<file path="config.mk">
export PLATFORM = sky130hd
export DESIGN_NAME = gain_ramp_channel_mixer
export DESIGN_NICKNAME = d
export VERILOG_FILES = /design/src/hdl/grcm_pkg.sv /design/src/hdl/gain_ramp_channel_mixer.sv
export SDC_FILE = /design/constraint.sdc
export NUM_CORES = 2
export LEC_CHECK = 0
export BUFFER_PORTS_ARGS = -buffer_cell sky130_fd_sc_hd__buf_2
export CORE_ASPECT_RATIO = 1.75
export CORE_UTILIZATION = 23
export DETAILED_ROUTE_END_ITERATION = 7
export PLACE_DENSITY = 0.4
export SLEW_MARGIN = 20
export SYNTH_ARGS = -nofsm -noshare
export SYNTH_HDL_FRONTEND = slang
export SYNTH_SLANG_ARGS = --single-unit
</file>
<file path="constraint.sdc">
create_clock -name clk -period 14.7 [get_ports clk]
set_input_delay 0.735 -clock clk [delete_from_list [all_inputs] [get_ports clk]]
set_output_delay 0.735 -clock clk [all_outputs]
set_load 0.05 [all_outputs]
</file>
<file path="src/hdl/grcm_pkg.sv">
`default_nettype none
package grcm_pkg;

	// Channel count and memory geometry
	localparam int CHANNELS = 16;
	localparam int CH_AW = (CHANNELS > 1) ? $clog2(CHANNELS) : 1;

	// Field widths
	localparam int GAIN_W   = 40;
	localparam int VGAIN_W  = 24;
	localparam int LEN_W    = 12;
	localparam int SAMPLE_W = 24;
	localparam int DRY_W    = 32;
	localparam int THR_W    = 16;
	localparam int FRAC_SH  = 16;
	localparam int PROD_W   = SAMPLE_W + VGAIN_W;

	// Step divider: 41-bit magnitude, one quotient bit per cycle
	localparam int DIV_BITS = GAIN_W + 1;
	localparam int DIV_CW   = $clog2(DIV_BITS);

	// Item kinds
	localparam logic KIND_BEGIN  = 1'b0;
	localparam logic KIND_SAMPLE = 1'b1;

	// Per-channel state record held in the channel memory
	typedef struct packed {
		logic signed [GAIN_W-1:0]  gain;
		logic signed [GAIN_W-1:0]  step;
		logic signed [VGAIN_W-1:0] target;
		logic [LEN_W-1:0]          remaining;
	} grcm_entry_t;

	// Sequencer states
	typedef enum logic [3:0] {
		S_IDLE = 4'b0001,
		S_READ = 4'b0010,
		S_MUL  = 4'b0100,
		S_DIV  = 4'b1000
	} grcm_state_t;

endpackage
`default_nettype wire

</file>
<file path="src/hdl/gain_ramp_channel_mixer.sv">
// Sample item: channel memory read, then product, then saturation into the output
// register once it is free; the next item can be taken while that result loads.
// Begin item: S_READ only, or S_DIV after it when a ramp starts (41-step step divider).
// Reset clears the sequencer, the output valid and all channel valid bits, so
// every channel reads as zero gain, step, target and ramp; threshold resets to 1.
`default_nettype none
module gain_ramp_channel_mixer (
	input  wire logic                                 clk,
	input  wire logic                                 arst_n,
	input  wire logic                                 cfg_wr_en,
	input  wire logic [grcm_pkg::THR_W-1:0]           cfg_wr_data,
	input  wire logic                                 in_valid,
	output logic                                      in_ready,
	input  wire logic                                 kind,
	input  wire logic [3:0]                           channel,
	input  wire logic signed [grcm_pkg::VGAIN_W-1:0]  target_gain,
	input  wire logic [grcm_pkg::LEN_W-1:0]           ramp_length,
	input  wire logic signed [grcm_pkg::SAMPLE_W-1:0] sample_value,
	input  wire logic signed [grcm_pkg::DRY_W-1:0]    dry_in,
	output logic                                      out_valid,
	input  wire logic                                 out_ready,
	output logic signed [grcm_pkg::DRY_W-1:0]         dry_out,
	output logic                                      saturated,
	output logic signed [grcm_pkg::VGAIN_W-1:0]       current_gain
);
	import grcm_pkg::*;

	grcm_state_t state_q;

	// Configuration and latched item
	logic [THR_W-1:0]           thr_q;
	logic                       kind_q;
	logic                       ch_ok_q;
	logic [CH_AW-1:0]           addr_q;
	logic signed [VGAIN_W-1:0]  target_q;
	logic [LEN_W-1:0]           len_q;
	logic signed [SAMPLE_W-1:0] sample_q;
	logic signed [DRY_W-1:0]    dry_q;

	// Channel memory with per-entry valid bits
	grcm_entry_t                mem [CHANNELS];
	logic [CHANNELS-1:0]        valid_q;
	grcm_entry_t                rd_q;
	logic                       rd_valid_q;
	grcm_entry_t                entry;
	logic                       wr_en;
	grcm_entry_t                wr_data;

	// Multiply stage
	logic signed [PROD_W-1:0]   prod_s1;
	logic                       add_s1;
	logic signed [VGAIN_W-1:0]  gain_s1;

	// Divider
	logic [DIV_BITS-1:0]        dvd_q;
	logic [LEN_W:0]             rem_q;
	logic [DIV_CW-1:0]          cnt_q;
	logic                       neg_q;

	logic                       in_xfer;
	logic                       ch_ok;
	logic                       out_free;
	logic                       div_last;

	// Sample path signals
	logic signed [VGAIN_W-1:0]  g;
	logic [VGAIN_W-1:0]         mag;
	logic                       ramp;
	logic                       add;
	logic [LEN_W-1:0]           rem_n;
	logic signed [GAIN_W-1:0]   gain_n;
	logic signed [GAIN_W-1:0]   tfull;
	logic signed [GAIN_W:0]     diff;

	// Divider step signals
	logic [LEN_W:0]             shifted;
	logic                       qbit;
	logic [LEN_W:0]             rem_n_div;
	logic [DIV_BITS-1:0]        q_fin;
	logic [DIV_BITS-1:0]        q_sgn;

	// Output stage
	logic signed [DRY_W-1:0]    addend;
	logic signed [DRY_W:0]      sum;
	logic                       clip;
	logic signed [DRY_W-1:0]    sum_sat;

	assign out_free = !out_valid || out_ready;
	assign in_ready = (state_q == S_IDLE) || ((state_q == S_MUL) && out_free);
	assign in_xfer  = in_valid && in_ready;
	assign ch_ok    = int'(channel) < CHANNELS;
	assign div_last = (cnt_q == DIV_CW'(DIV_BITS - 1));

	// Unwritten channels read as zero
	assign entry = rd_valid_q ? rd_q : '0;

	// Sample arithmetic on the fetched entry
	always_comb begin
		g      = entry.gain[GAIN_W-1:FRAC_SH];
		mag    = g[VGAIN_W-1] ? (~g + VGAIN_W'(1)) : g;
		ramp   = (entry.remaining != '0);
		add    = ch_ok_q && (ramp || (mag > VGAIN_W'(thr_q)));
		rem_n  = entry.remaining - LEN_W'(1);
		tfull  = {entry.target, {FRAC_SH{1'b0}}};
		if (!ramp) begin
			gain_n = entry.gain;
		end else if (rem_n == '0) begin
			gain_n = tfull;
		end else begin
			gain_n = entry.gain + entry.step;
		end
		diff = {target_q[VGAIN_W-1], target_q, {FRAC_SH{1'b0}}}
		       - {entry.gain[GAIN_W-1], entry.gain};
	end

	// One restoring division step
	always_comb begin
		shifted   = {rem_q[LEN_W-1:0], dvd_q[DIV_BITS-1]};
		qbit      = (shifted >= {1'b0, len_q});
		rem_n_div = qbit ? (shifted - {1'b0, len_q}) : shifted;
		q_fin     = {dvd_q[DIV_BITS-2:0], qbit};
		q_sgn     = neg_q ? (~q_fin + DIV_BITS'(1)) : q_fin;
	end

	// Select the write-back record
	always_comb begin
		wr_en   = 1'b0;
		wr_data = entry;
		case (state_q)
			S_READ: begin
				if (ch_ok_q) begin
					if (kind_q == KIND_SAMPLE) begin
						wr_en             = ramp;
						wr_data.gain      = gain_n;
						wr_data.remaining = rem_n;
					end else if ((diff == '0) || (len_q == '0)) begin
						wr_en             = 1'b1;
						wr_data.gain      = {target_q, {FRAC_SH{1'b0}}};
						wr_data.step      = '0;
						wr_data.target    = target_q;
						wr_data.remaining = '0;
					end
				end
			end
			S_DIV: begin
				if (div_last) begin
					wr_en             = 1'b1;
					wr_data.step      = q_sgn[GAIN_W-1:0];
					wr_data.target    = target_q;
					wr_data.remaining = len_q;
				end
			end
			default: begin
				wr_en = 1'b0;
			end
		endcase
	end

	// Saturating accumulate
	always_comb begin
		addend = prod_s1[PROD_W-1:FRAC_SH];
		sum    = {dry_q[DRY_W-1], dry_q} + {addend[DRY_W-1], addend};
		clip   = add_s1 && (sum[DRY_W] != sum[DRY_W-1]);
		if (!add_s1) begin
			sum_sat = dry_q;
		end else if (clip) begin
			sum_sat = sum[DRY_W] ? {1'b1, {(DRY_W-1){1'b0}}} : {1'b0, {(DRY_W-1){1'b1}}};
		end else begin
			sum_sat = sum[DRY_W-1:0];
		end
	end

	// Channel memory: read on transfer, write back from the sequencer
	always_ff @(posedge clk) begin
		if (in_xfer && ch_ok) begin
			rd_q <= mem[CH_AW'(channel)];
		end
		if (wr_en) begin
			mem[addr_q] <= wr_data;
		end
	end

	// Valid bits and their registered read
	always_ff @(posedge clk or negedge arst_n) begin
		if (!arst_n) begin
			valid_q    <= '0;
			rd_valid_q <= 1'b0;
		end else begin
			if (in_xfer) begin
				rd_valid_q <= ch_ok && valid_q[CH_AW'(channel)];
			end
			if (wr_en) begin
				valid_q[addr_q] <= 1'b1;
			end
		end
	end

	// Configuration register
	always_ff @(posedge clk or negedge arst_n) begin
		if (!arst_n) begin
			thr_q <= THR_W'(1);
		end else if (cfg_wr_en) begin
			thr_q <= cfg_wr_data;
		end
	end

	// Sequencer
	always_ff @(posedge clk or negedge arst_n) begin
		if (!arst_n) begin
			state_q <= S_IDLE;
		end else begin
			case (state_q)
				S_IDLE: begin
					if (in_xfer) state_q <= S_READ;
				end
				S_READ: begin
					if (kind_q == KIND_SAMPLE) begin
						state_q <= S_MUL;
					end else if (ch_ok_q && (diff != '0) && (len_q != '0)) begin
						state_q <= S_DIV;
					end else begin
						state_q <= S_IDLE;
					end
				end
				S_MUL: begin
					if (in_xfer) begin
						state_q <= S_READ;
					end else if (out_free) begin
						state_q <= S_IDLE;
					end
				end
				S_DIV: begin
					if (div_last) state_q <= S_IDLE;
				end
				default: begin
					state_q <= S_IDLE;
				end
			endcase
		end
	end

	// Latch the item on transfer
	always_ff @(posedge clk) begin
		if (in_xfer) begin
			kind_q   <= kind;
			ch_ok_q  <= ch_ok;
			addr_q   <= CH_AW'(channel);
			target_q <= target_gain;
			len_q    <= ramp_length;
			sample_q <= sample_value;
			dry_q    <= dry_in;
		end
	end

	// Multiply stage and visible gain after the update
	always_ff @(posedge clk) begin
		if (state_q == S_READ) begin
			prod_s1 <= sample_q * g;
			add_s1  <= add;
			gain_s1 <= ch_ok_q ? gain_n[GAIN_W-1:FRAC_SH] : '0;
		end
	end

	// Divider: load magnitude of the gain difference, then shift in one bit a cycle
	always_ff @(posedge clk) begin
		if (state_q == S_READ) begin
			dvd_q <= diff[GAIN_W] ? (~diff + DIV_BITS'(1)) : diff;
			neg_q <= diff[GAIN_W];
			rem_q <= '0;
			cnt_q <= '0;
		end else if (state_q == S_DIV) begin
			dvd_q <= q_fin;
			rem_q <= rem_n_div;
			cnt_q <= cnt_q + DIV_CW'(1);
		end
	end

	// Output register: hold until transfer
	always_ff @(posedge clk or negedge arst_n) begin
		if (!arst_n) begin
			out_valid <= 1'b0;
		end else if ((state_q == S_MUL) && out_free) begin
			out_valid <= 1'b1;
		end else if (out_ready) begin
			out_valid <= 1'b0;
		end
	end

	always_ff @(posedge clk) begin
		if ((state_q == S_MUL) && out_free) begin
			dry_out      <= sum_sat;
			saturated    <= clip;
			current_gain <= gain_s1;
		end
	end

endmodule
`default_nettype wire

</file>
# ---- Word-level counts from Yosys, hierarchy flattened
# Memory sizes are Yosys's and may differ from the RTL's. A register that Yosys moved wholly into a read port is not among the register bits.
# Cells that the tools add are included.
dict set report classes {
  n_mul 1
  muxes 38
  n_bitwise 4
  eq_ne 9
  n_reduce_logical 19
  order_cmp 5
  add_sub_neg 9
}
# op count
set ops {}
lappend ops {{116-bit 2-to-1 mux} 2}
lappend ops {{40-bit 2-to-1 mux} 5}
lappend ops {{76-bit one-hot mux with 2 select lines} 1}
lappend ops {{41-bit 2-to-1 mux} 3}
lappend ops {{32-bit 2-to-1 mux} 3}
lappend ops {{76-bit 2-to-1 mux} 1}
lappend ops {{64-bit 2-to-1 mux} 1}
lappend ops {{24-bit by 24-bit multiplier with 48-bit output} 1}
lappend ops {{41-bit by 2-bit adder with 41-bit output (second input constant)} 1}
lappend ops {{41-bit zero test} 1}
lappend ops {{41-bit inverter} 1}
lappend ops {{41-bit nonzero test} 1}
lappend ops {{40-bit by 40-bit subtractor with 41-bit output} 1}
lappend ops {{40-bit by 1-bit adder with 40-bit output (second input constant)} 1}
lappend ops {{40-bit adder} 1}
lappend ops {{40-bit inverter} 1}
lappend ops {{32-bit by 32-bit adder with 33-bit output} 1}
lappend ops {{24-bit by 2-bit adder with 24-bit output (second input constant)} 1}
lappend ops {{24-bit by 16-bit > comparator with 1-bit output} 1}
lappend ops {{12-bit zero test} 2}
lappend ops {{12-bit 2-to-1 mux} 2}
lappend ops {{24-bit 2-to-1 mux} 1}
lappend ops {{4-bit 2-to-1 mux} 6}
lappend ops {{24-bit inverter} 1}
lappend ops {{26 further kinds} 45}
dict set report word_totals {
  mem_bits_rw 1856
  inputBits 118
  n_memories 1
  word_cells 107
  output_inout_bits 59
  reg_bits 325
}
# memory depth width rd rd_clocked_by_memory_dff wr line
set memory_table {}
lappend memory_table {mem 16 116 1 1 1 gain_ramp_channel_mixer.sv:41} ;# grcm_entry_t mem [CHANNELS];

# ---- Depth between registers and ports, before layout
dict set report logic_depth {
  ltp_word 9
  depth_mapped 38
  ltp_nobuf 29
}

# ---- Least setup slack after synthesis
# OpenSTA, ideal clock, no wires.
dict set report synth_timing {
  path_kind {flip-flop to flip-flop}
  startpoint {register rd_valid_q}
  endpoint {memory mem[15][0] in the netlist's numbering (enable)}
  setup_slack_ns 3.372
  n_path_buf 13
  setup_ns 0.592
  synth_period_minus_slack_ns 11.328
  required_time_ns 14.108
  path_stages_with_launch 26
  t_arrival_ns 10.736
  path_cell_list {dfrtp_1 > buf_2 > buf_2 > buf_2 > buf_2 > clkbuf_1 > buf_2 > clkbuf_1 > clkbuf_1 > clkbuf_1 > clkbuf_1 > nand2_1 > ha_1 > clkbuf_1 > inv_1 > nor4b_1 > or4_1 > or4_4 > nor4_2 > o2111ai_1 > and4bb_1 > buf_4 > a311oi_2 > o21a_1 > buf_2 > nor2_1}
}
dict set report synth_via {
  elab_chain_len 9
  word_cells_on_any_way 10
  classes_between {add/sub (1); mux (6); reduce/logical (3)}
}
# item line
set synth_rtl {}
lappend synth_rtl {{start, declared} gain_ramp_channel_mixer.sv:44} ;# logic rd_valid_q;
lappend synth_rtl {{start signal, assigned} gain_ramp_channel_mixer.sv:190} ;# rd_valid_q <= ch_ok && valid_q[CH_AW'(channel)];
lappend synth_rtl {{116-bit 2-to-1 mux (*)} gain_ramp_channel_mixer.sv:95} ;# assign entry = rd_valid_q ? rd_q : '0;
lappend synth_rtl {{40-bit by 40-bit subtractor with 41-bit output} gain_ramp_channel_mixer.sv:113} ;# - {entry.gain[GAIN_W-1], entry.gain};
lappend synth_rtl {{41-bit zero test} gain_ramp_channel_mixer.sv:136} ;# end else if ((diff == '0) || (len_q == '0)) begin
lappend synth_rtl {{1-bit logical OR} gain_ramp_channel_mixer.sv:136}
lappend synth_rtl {{1-bit 2-to-1 mux} gain_ramp_channel_mixer.sv:136}
lappend synth_rtl {{1-bit 2-to-1 mux (*)} gain_ramp_channel_mixer.sv:132} ;# if (kind_q == KIND_SAMPLE) begin
lappend synth_rtl {{1-bit one-hot mux with 2 select lines (*)} gain_ramp_channel_mixer.sv:129} ;# case (state_q)
lappend synth_rtl {{1-bit 2-to-1 mux (*)} gain_ramp_channel_mixer.sv:178} ;# if (wr_en) begin
lappend synth_rtl {{1-bit 2-to-1 mux (not written as such) (*)} gain_ramp_channel_mixer.sv:179} ;# mem[addr_q] <= wr_data;
lappend synth_rtl {{end, declared} gain_ramp_channel_mixer.sv:41}
# Every way passes the cells marked *; elsewhere a longest branch is shown, timed or not.

# ---- Final worst setup path
dict set report layout_timing {
  startpoint {register rd_valid_q}
  endpoint {register prod_s1[47], data pin}
}
dict set report layout_via {
  elab_chain_len 2
}
# item line
set layout_rtl {}
lappend layout_rtl {{116-bit 2-to-1 mux} gain_ramp_channel_mixer.sv:95}
lappend layout_rtl {{24-bit by 24-bit multiplier with 48-bit output} gain_ramp_channel_mixer.sv:258} ;# prod_s1 <= sample_q * g;
lappend layout_rtl {{end signal, assigned} gain_ramp_channel_mixer.sv:258}
lappend layout_rtl {{end, declared} gain_ramp_channel_mixer.sv:50} ;# logic signed [PROD_W-1:0] prod_s1;
# Every way passes these cells.
# A chain may end at the register's enable or synchronous reset.

==> run summary <==
CP required: 15.36 ns
synthesized cell area: 116,000 µm²
max incr delay on CP: 1.02 ns
R2R depth: 29
Slew Limit Headroom: 21.3%
mean post-synth cell area: 15.6 µm²
DP Area: 126,000 µm²
layout cells sized above 1: 18.1%
sw power: 7.95 mW
sequential power share: 37.6%
fillers: 51,300
sequential element share of the synthesized area: 58.5%
cell with the largest stage delay on the worst path: dfrtp_4
TritonCTS clock tree: built
clock sink total: 2,281
worst flop-to-flop path startpoint: rd_valid_q
Synth top area share: 57.4%
most common cell in the netlist: edfxtp_1
EDFF count, synth: 2,225
Tightest Pin Transition: 1.18 ns
Reg clk slew, reported paths: 0.07 ns
Synth top cells by count: edfxtp_1 (2,225), inv_1 (742), fa_1 (609)
final worst setup slack: 4.48 ns
starting density of the core: 23.1%
clock insertion delay at the later pin of the skew report: 0.97 ns
Syn Inst Count: 7,476
finished layout cell area: 135,000 µm²
H-tree depth: 4
chip height: 943 µm
hold endpoint: target_q[10]
clock power share: 27.0%
Syn. warnings: 0
pwr/cell area: 164 nW/µm²
synthesized flop and latch total: 2,281
Hold Path Class: input pin to flip-flop
port bufs: 176
die area: 509,000 µm²
status: complete, no violations
Slew Viols, Final: 0
crit path DAT: 10.88 ns
via count: 67,200
RD Place Congestion: 0.866
total wire length: 392 mm
drc violations: 0
Synth area leaders: edfxtp_1 (57%), mux4_2 (11%), fa_1 (10%)
PostCTS Resize Cnt: 0
Max Cap Viol: 0
Place WS: 4.38 ns
final setup fails: 0
fraction of registers with async set/reset: 1.67%
crit path capture type: flip-flop
Final Hold Vio Count: 0
Util after Layout: 26.8%
Syn Nets: 8,463
worst r2r dst: prod_s1[47]
Synth Flop Type: edfxtp_1
Distinct cells, synth: 95
# IOs: 177
CTS max path bufs: 4
initial antenna violation count: 21
critical path class: flip-flop to flip-flop
leakage power: 49.1 nW
fin crit share: 69.5%
die width: 540 µm
wire length per cell: 26.9 µm
Rows: 345
non-filler instance count after layout: 14,600
CP max FO: 167
initial drt markers: 4,696
synthesis-to-finish area growth: 15.8%
switch share: 36.0%
final net count: 8,789
cell depth of the worst hold path: 1
Final HPWL DP: 259 mm
Pint: 14.1 mW
most used cell, CP: fa_1
GRT Residual Overflow: 0
clk_skew: 0.115 ns
f_max: 97.8 MHz
Synth area leader: edfxtp_1
# placed instances: 14,100
CORE AREA: 504,000 µm²
first-pass GRT wire length: 555 mm
CTS root buffer: clkbuf_16
largest net degree at the start of global routing: 168
crit path time final: 10.22 ns
worst min-delay path startpoint: target_gain[10]
Num CTS Buffers: 225
ANT nets after route: 0
Via density: 4.61
setup TNS: 0 ns
Logic pwr share: 35.4%
reg-to-reg slack, setup: 4.48 ns
Worst setup SP type: flip-flop
RSZ-0062 raised after global routing: no
vias in the first global route: 74,000
Pre-Repair DR Iteration Count: 8
Tot GR Track Use: 15.2%
Peak supply drop: 119 µV
## worst max-delay path: cells and delay by family (launching register included)
kind | cells | cell delay, ns
adders and majority gates | 8 | 3.81
AOI/OAI and AO/OA | 9 | 2.53
buffers and inverters | 8 | 1.49
DFF | 1 | 1.02
and+or+nand+nor | 3 | 0.87
xor gates and xnor gates | 1 | 0.11
## state kept, by name, indices dropped and copies added (netlist names), 6 cells and up
signal        count
gain_s1          24
dry_q            32
current_gain     24
cnt_q             6
len_q            12
prod_s1          32
dry_out          32
sample_q         24
thr_q            16
rem_q            12
target_q         24
mem            1856
rd_q            116
dvd_q            41
valid_q          16
## logic make-up after synthesis
family / count (synthesis) / share of synthesized area, %
xor+xnor: 218 / 1.64
buf+inv: 1141 / 3.72
simple gates: 1472 / 6.23
compound gates: 867 / 4.98
mux: 628 / 11.7
flops: 2281 / 58.5
fa+ha+maj: 869 / 13.3
## repair_timing
action	4_1_cts	5_1_grt
hold buffers	91	0
endpoints found under the hold margin	126	0
setup buffers	0	0
## final cells by class
type                    count  area [µm²]  share of cell area [%]
multi-input cells        4054       44500                    33.0
diodes                     10        25.0                  0.0186
clock inverters           132        1440                    1.07
well taps                6593        8250                    6.12
flip-flops and latches   2281       68100                    50.5
inverters                 743        2790                    2.07
repair buffers            497        3840                    2.85
clock buffers             272        5930                    4.40
## metal layers
metal | GRT usage, % | vias up | share of wire [%]
met5 | 0 | - | 0
li1 | - | 28600 | -
met3 | 1.33 | 524 | 3.3
met4 | 4.77 | 0 | 3.3
met2 | 29.5 | 1668 | 55
met1 | 17.3 | 36500 | 39
## through the flow
stage / power, mW / hold slack, ns
CTS: 22.4 / 0.0123
floorplan: 13.5 / 0.400
global route: 23.3 / 0.0498
global placement: 16.2 / 0.455
detailed placement: 16.3 / 0.459
finish: 22.1 / 0.0879
## cells in the final DEF (no fill, tap or decap), types with 23 or more instances in the layout
| cell | n |
|---|---|
| inv_1 | 740 |
| edfxtp_1 | 2225 |
| nor2b_1 | 57 |
| fa_1 | 609 |
| o21ai_0 | 212 |
| ha_1 | 260 |
| clkbuf_1 | 41 |
| dfrtp_1 | 35 |
| a21oi_1 | 149 |
| nor3_1 | 47 |
| nand2_1 | 566 |
| mux4_2 | 585 |
| clkinv_2 | 41 |
| buf_2 | 172 |
| xnor2_1 | 110 |
| o22ai_1 | 36 |
| bufinv_16 | 28 |
| buf_4 | 207 |
| clkbuf_16 | 231 |
| nand3_1 | 66 |
| o31ai_1 | 32 |
| xor2_1 | 108 |
| or3_1 | 26 |
| nand4_1 | 31 |
| nor2_1 | 188 |
| a311o_1 | 26 |
| o21bai_1 | 27 |
| clkinv_1 | 37 |
| and2_1 | 56 |
| nand2b_1 | 27 |
| a21o_1 | 68 |
| dlygate4sd3_1 | 91 |
| and3_1 | 294 |
| buf_12 | 23 |
| a211oi_1 | 29 |
| mux2i_1 | 23 |
| o22ai_2 | 23 |
| o21a_1 | 28 |
## power by group through the flow
stage	Clock (mW)	Combinational, mW	Sequential, mW
2_1_floorplan	0	5.21	8.29
3_3_place_gp	0	7.79	8.44
3_5_place_dp	0	7.87	8.44
4_1_cts	6.14	7.92	8.31
5_1_grt	6.33	8.64	8.32
6_report	5.97	7.81	8.30
## worst max-delay path by stage
stage / endpoint / slack [ns] / start / cells past startpoint
2_1_floorplan: mem[15][0] / 3.37 / rd_valid_q / 25
3_3_place_gp: prod_s1[47] / 4.37 / rd_valid_q / 28
3_5_place_dp: prod_s1[47] / 4.38 / rd_valid_q / 29
4_1_cts: prod_s1[47] / 4.33 / rd_valid_q / 29
5_1_grt: prod_s1[47] / 3.96 / rd_valid_q / 28
6_report: prod_s1[47] / 4.48 / rd_valid_q / 29
No activity file was read; power rests on OpenSTA's default activity.
